`config.mk`:
```
export PLATFORM = sky130hd
export DESIGN_NAME = tcw_ctrl
export DESIGN_NICKNAME = d
export VERILOG_FILES = /design/src/hw/rtl/tcw_pkg.sv /design/src/hw/rtl/tcw_ctrl.sv
export SDC_FILE = /design/constraint.sdc
export NUM_CORES = 1
export LEC_CHECK = 0
export ABC_AREA = 1
export ABC_CLOCK_PERIOD_IN_PS = 1900
export BUFFER_PORTS_ARGS = -buffer_cell sky130_fd_sc_hd__buf_2
export CORE_MARGIN = 2
export CORE_UTILIZATION = 40
export DETAILED_ROUTE_END_ITERATION = 10
export GPL_ROUTABILITY_DRIVEN = 0
export MAX_ROUTING_LAYER = met4
export PLACE_DENSITY = 0.78
export SKIP_CTS_REPAIR_TIMING = 1
export SYNTH_ARGS = -nofsm -noshare
export SYNTH_HDL_FRONTEND = slang
export SYNTH_SLANG_ARGS = --single-unit
```
`constraint.sdc`:
```
create_clock -name clk -period 1.9 [get_ports clk]
set_clock_uncertainty 0.15 [all_clocks]
set_input_delay 0.38 -clock clk [delete_from_list [all_inputs] [get_ports clk]]
set_output_delay 0.38 -clock clk [all_outputs]
set_load 0.05 [all_outputs]
```
`src/hw/rtl/tcw_pkg.sv`:
```
// Package for the text console writer: beat payload types, command and status
// structs between controller and datapath, function codes and character constants.
// No dependencies.
package tcw_pkg;

    localparam int CURSOR_W = 11;

    typedef enum logic [1:0] {
        FUNC_PRINT = 2'd0,
        FUNC_READ  = 2'd1,
        FUNC_CLEAR = 2'd2,
        FUNC_NONE  = 2'd3
    } func_t;

    localparam logic [7:0] NEWLINE_CODE = 8'd10;
    localparam logic [7:0] SPACE_CODE   = 8'd32;
    localparam logic [7:0] ATTR_RESET   = 8'd15;

    typedef struct packed {
        logic [1:0] func;
        logic       use_cursor;
        logic [4:0] row;
        logic [6:0] col;
        logic [7:0] char_code;
        logic [7:0] attr;
    } in_item_t;

    typedef struct packed {
        logic [CURSOR_W-1:0] cursor_cell;
        logic [7:0]          cell_char;
        logic [7:0]          cell_attr;
    } out_item_t;

    typedef struct packed {
        logic load_item;
        logic do_print;
        logic do_read;
        logic do_capture;
        logic do_clear;
        logic sweep_clr;
        logic scroll;
        logic fill;
        logic blank;
        logic load_out;
    } cmd_t;

    typedef struct packed {
        logic [1:0] func;
        logic       scroll_req;
        logic       at_last_cell;
        logic       at_end;
    } status_t;

endpackage

```
`src/hw/rtl/tcw_ctrl.sv`:
```
// Controller for the text console writer: sequences each item, scroll and fill sweeps
// and the output beat. Depends on tcw_pkg.
module tcw_ctrl (
    input  logic            clk,
    input  logic            rst_n,
    input  logic            in_valid,
    output logic            in_stall,
    output logic            out_valid,
    input  logic            out_stall,
    input  tcw_pkg::status_t status,
    output tcw_pkg::cmd_t    cmd
);
    import tcw_pkg::*;

    typedef enum logic [5:0] {
        S_FILL   = 6'b000001,
        S_IDLE   = 6'b000010,
        S_EXEC   = 6'b000100,
        S_RDWAIT = 6'b001000,
        S_SCROLL = 6'b010000,
        S_DONE   = 6'b100000
    } state_t;

    state_t state_reg, state_next;
    logic   blank_reg, blank_next;
    logic   out_valid_reg, out_valid_next;

    always_comb
    begin
        state_next     = state_reg;
        blank_next     = blank_reg;
        cmd            = '0;
        cmd.blank      = blank_reg;
        unique case (state_reg)
            S_FILL:
            begin
                cmd.fill = 1'b1;
                if (status.at_last_cell)
                begin
                    state_next = blank_reg ? S_DONE : S_IDLE;
                end
            end
            S_IDLE:
            begin
                if (in_valid)
                begin
                    cmd.load_item = 1'b1;
                    state_next    = S_EXEC;
                end
            end
            S_EXEC:
            begin
                unique case (status.func)
                    FUNC_PRINT:
                    begin
                        cmd.do_print = 1'b1;
                        if (status.scroll_req)
                        begin
                            cmd.sweep_clr = 1'b1;
                            state_next    = S_SCROLL;
                        end
                        else
                        begin
                            state_next = S_DONE;
                        end
                    end
                    FUNC_READ:
                    begin
                        cmd.do_read = 1'b1;
                        state_next  = S_RDWAIT;
                    end
                    FUNC_CLEAR:
                    begin
                        cmd.do_clear  = 1'b1;
                        cmd.sweep_clr = 1'b1;
                        blank_next    = 1'b1;
                        state_next    = S_FILL;
                    end
                    default:
                    begin
                        state_next = S_DONE;
                    end
                endcase
            end
            S_RDWAIT:
            begin
                cmd.do_capture = 1'b1;
                state_next     = S_DONE;
            end
            S_SCROLL:
            begin
                cmd.scroll = 1'b1;
                if (status.at_end)
                begin
                    state_next = S_DONE;
                end
            end
            S_DONE:
            begin
                if (!out_valid_reg || !out_stall)
                begin
                    cmd.load_out = 1'b1;
                    state_next   = S_IDLE;
                end
            end
            default:
            begin
                state_next = S_IDLE;
            end
        endcase
    end

    always_comb
    begin
        out_valid_next = out_valid_reg;
        if (cmd.load_out)
        begin
            out_valid_next = 1'b1;
        end
        else if (!out_stall)
        begin
            out_valid_next = 1'b0;
        end
    end

    always_ff @(posedge clk or negedge rst_n)
    begin
        if (!rst_n)
        begin
            state_reg     <= S_FILL;
            blank_reg     <= 1'b0;
            out_valid_reg <= 1'b0;
        end
        else
        begin
            state_reg     <= state_next;
            blank_reg     <= blank_next;
            out_valid_reg <= out_valid_next;
        end
    end

    assign in_stall  = (state_reg != S_IDLE);
    assign out_valid = out_valid_reg;
endmodule

```
**Word-level counts from Yosys, hierarchy flattened**

Cells that the tools add are included.

- Memories: 0
- Bits in latches: 0
- Bits in writable memories: 0
- Word-level logic and storage cells: 47
- Input port bits: 9
- Bits in read-only memories: 0
- Register bits after elaboration: 8
- Output and inout bits: 12

- Add/subtract/negate cells: 0
- Magnitude comparators: 0
- Muxes and demuxes: 24
- Multiply operators: 0
- Bitwise gates (word level): 0
- Reduce and logical (&&, ||, !) cells: 6
- Shift operators: 0
- Equality and inequality tests: 14
- Div/mod/pow operators: 0

Operators with widths:

| kind | count |
|---|---|
| $mux W6 | 6 |
| $pmux W6 S6 | 1 |
| $pmux W6 S3 | 1 |
| $mux W1 | 13 |
| $ne A2 B2 Y1 const B | 4 |
| $eq A6 B1 Y1 const B | 1 |
| $eq A6 B2 Y1 const B | 1 |
| $eq A6 B3 Y1 const B | 1 |
| $eq A6 B4 Y1 const B | 1 |
| $eq A6 B5 Y1 const B | 1 |
| $eq A6 B6 Y1 const B | 1 |
| $ne A6 B2 Y1 const B | 1 |
| $mux W2 | 2 |
| $reduce_and A4 Y1 | 1 |
| $eq A2 B1 Y1 const B | 1 |
| $eq A2 B2 Y1 const B | 1 |
| $logic_not A1 Y1 | 2 |
| $logic_not A2 Y1 | 1 |
| $ne A2 B1 Y1 const B | 1 |
| $pmux W1 S2 | 1 |
| $reduce_and A2 Y1 | 1 |
| $logic_or A1 B1 Y1 | 1 |

**Logic depth before layout (Yosys ltp)**

- Depth after elaboration: 5
- Mapped depth: 9
- Gate-level depth less buffers: 9

**Worst setup path after synthesis**

Ideal clock, no wire load.

- Kind: reg-to-output
- Start point: register state_reg[3]
- End point: output cmd[9] (netlist name)
- Data arrival time: 1.886 ns
- Data required time: 1.370 ns
- Path slack: -0.516 ns
- Path buffers: 0
- Stages on the path, launching flop included: 4
- Path through: dfrtp_1 -> nor2_4 -> nand3_1 -> nor2_1

RTL lines:

| element | RTL line | source |
|---|---|---|
| start: declaration | tcw_ctrl.sv:24 | `state_t state_reg, state_next;` |
| start signal: assignment | tcw_ctrl.sv:136 | `state_reg <= state_next;` |
| end: declaration | tcw_ctrl.sv:11 | `output tcw_pkg::cmd_t cmd` |

==> flow_summary.yaml <==
run_status:
  outcome: "finished, violations left"
  violations: "negative setup slack"
clock_network:
  cts_tree: "done"
  h-tree-depth: 1
  clk_pin_slew_ns: 0.06
  clock_latency_ns: 0.26
  numCtsBuffers: 3
  cts_root_buf: "clkbuf_4"
  cts.path.max_buffers: 2
  cts_num_sinks: 8
layout:
  n_antenna_cell: 0
  multi_input_area_um2: 340
  largest_reg_flops: 6
  syn_to_final_growth_pct: 60.0
  final_util_pct: 68.9
  fill_cells: 106
  fin_area_um2: 897
  drive_above_1_share_pct: 53.7
  register_area_um2: 203
  fin_nets: 118
  fin_cells: 123
grt:
  gr-total-overflow: 0
  grt_pass1_wl_mm: 2.10
  grt_antenna_before_repair: 0
  first_global_vias: 502
  grt_max_degree: 9
  grt_usage_pct: 16.1
route:
  wl_per_cell_um: 11.4
  vias: 573
  drtIter0Drc: 2
  met1_length_um: 580
  route.met2.wl_um: 728
  drc: 0
  wl_met3_um: 59
  drt_pre_antenna_iters: 2
  top_layer: "met4"
  wl_mm: 1.41
  drtAntennaViolNets: 0
  avgViaCountPerCell: 4.66
critical_path:
  critPathMaxFanout: 5
  worst-path-buf-inv: 4
  critPathTopFamily: "buffers and inverters"
  slowest_stage: "dfrtp_1"
  worstSetupStartpointType: "register"
  cp.arrival_ns: 1.43
  crit_type: "register to output pin"
  crit_top_cell: "buf_4"
  cp_data_required_time_ns: 1.37
  critPathMaxStageDelay_ns: 0.39
  timing.reg2reg.setup_slack_ns: 0.10
  path_cells: "buf_4, nor2_4, buf_4, nand3_4, inv_2, buf_6"
  cp-end-kind: "output pin"
synthesis:
  synthesis.area_um2: 561
  synth-seq-cells: 8
  synth_cells: 76
  synth_enable_flop_cells: 0
  synth_ff_type: "dfrtp_1"
  avgSynthCellArea_um2: 7.38
  synth_warnings: 0
  seq_area_frac_synth_pct: 35.9
  synth_commonest_cells: "nand2_1, nor2_1, inv_1"
  synth_top_area_share_pct: 31.3
  syn-num-nets: 85
  yosys-top-cells-area: "dfrtp_1, nand2_1, nor2_1"
  async_flop_share_pct: 100
  ys_types: 18
  synth_most_common_cell: "nand2_1"
  yosysTopAreaCell: "dfrtp_1"
placed_design:
  io_buffers: 20
  placed_cell_area_um2: 714
  place_hpwl_mm: 1.02
  pre_cts_ws_ns: 0.0593
  place_inst: 112
hold_path:
  hold_path_class: "input pin to register"
sta:
  rsz0062_at_grt: "yes"
  setup_viol: 5
  slew_viol_final: 0
  setup_tns_ns: -0.135
  hold_violations: 0
  worst_pin_slew_ns: 0.245
  finalCriticalPeriod_ns: 1.96
  whs_ns: 0.128
  slew_headroom_pct: 83.6
  period_share_pct: 103
  fmax_mhz: 511
  fin_ws_ns: -0.0569
floorplan:
  die-area_um2: 1720
  coreArea_um2: 1300
  fp.dieW_um: 41.4
  die_h_um: 41.4
  num_rows: 13
  ioPinCount: 21
  start_util_pct: 43.1
power_and_ir_drop:
  power_leakage_nw: 0.489
  p_per_area_nw_per_um2: 1150
  p_total_mw: 1.03
  ir_drop_uv: 683
job:
  max-cap-violations: 0
## report_power, final
part | internal (mW) | switching (mW)
registers | 0.206 | 0.0360
clock network | 0.0808 | 0.0642
logic | 0.243 | 0.402
## per-layer routing
metal	vias up	GRT usage (%)
li1	297	-
met1	256	18.1
met2	16	28.1
met3	4	3.04
met4	0	5.81
met5	-	-
## cell usage in the layout, fill, tap and decap left out, drive strengths merged
cell type / count
clkbuf: 4
inv: 15
o21bai: 1
dfrtp: 7
nor2: 16
dfstp: 1
o21ai: 4
buf: 30
nor3: 4
nand2: 16
nand3: 7
dlygate4sd3: 1
nand4: 2
## kinds of logic (layout without fill, tap and decap cells)
group | Yosys count | in the layout | synth area share [%]
AOI/OAI and AO/OA | 5 | 5 | 5.58
DFF | 8 | 8 | 35.9
buffers and inverters | 18 | 50 | 14.1
and+or+nand+nor | 45 | 45 | 44.4
## area by class of cell
cell class | instances | area share (%)
Clock buffer | 4 | 2.93
Timing Repair Buffer | 31 | 28.2
Multi-Input combinational cell | 50 | 37.9
Tap cell | 15 | 2.09
Sequential cell | 8 | 22.6
Inverter | 15 | 6.28
## path summary, 6_finish.rpt
path | start | to | cells past startpoint
setup reg to reg | state_reg[3]$_DFFE_PN0P_ | state_reg[5]$_DFFE_PN0P_ | 11
setup / recovery | state_reg[3]$_DFFE_PN0P_ | cmd[2] | 6
hold reg to reg | out_valid$_DFFE_PN0P_ | out_valid$_DFFE_PN0P_ | 2
hold / removal | status[1] | state_reg[0]$_DFFE_PN1P_ | 2
min in group asynchronous | rst_n | state_reg[4]$_DFFE_PN0P_ | 2
max in group asynchronous | rst_n | state_reg[0]$_DFFE_PN1P_ | 2
Note: power is estimated with default switching activity, not from simulation.
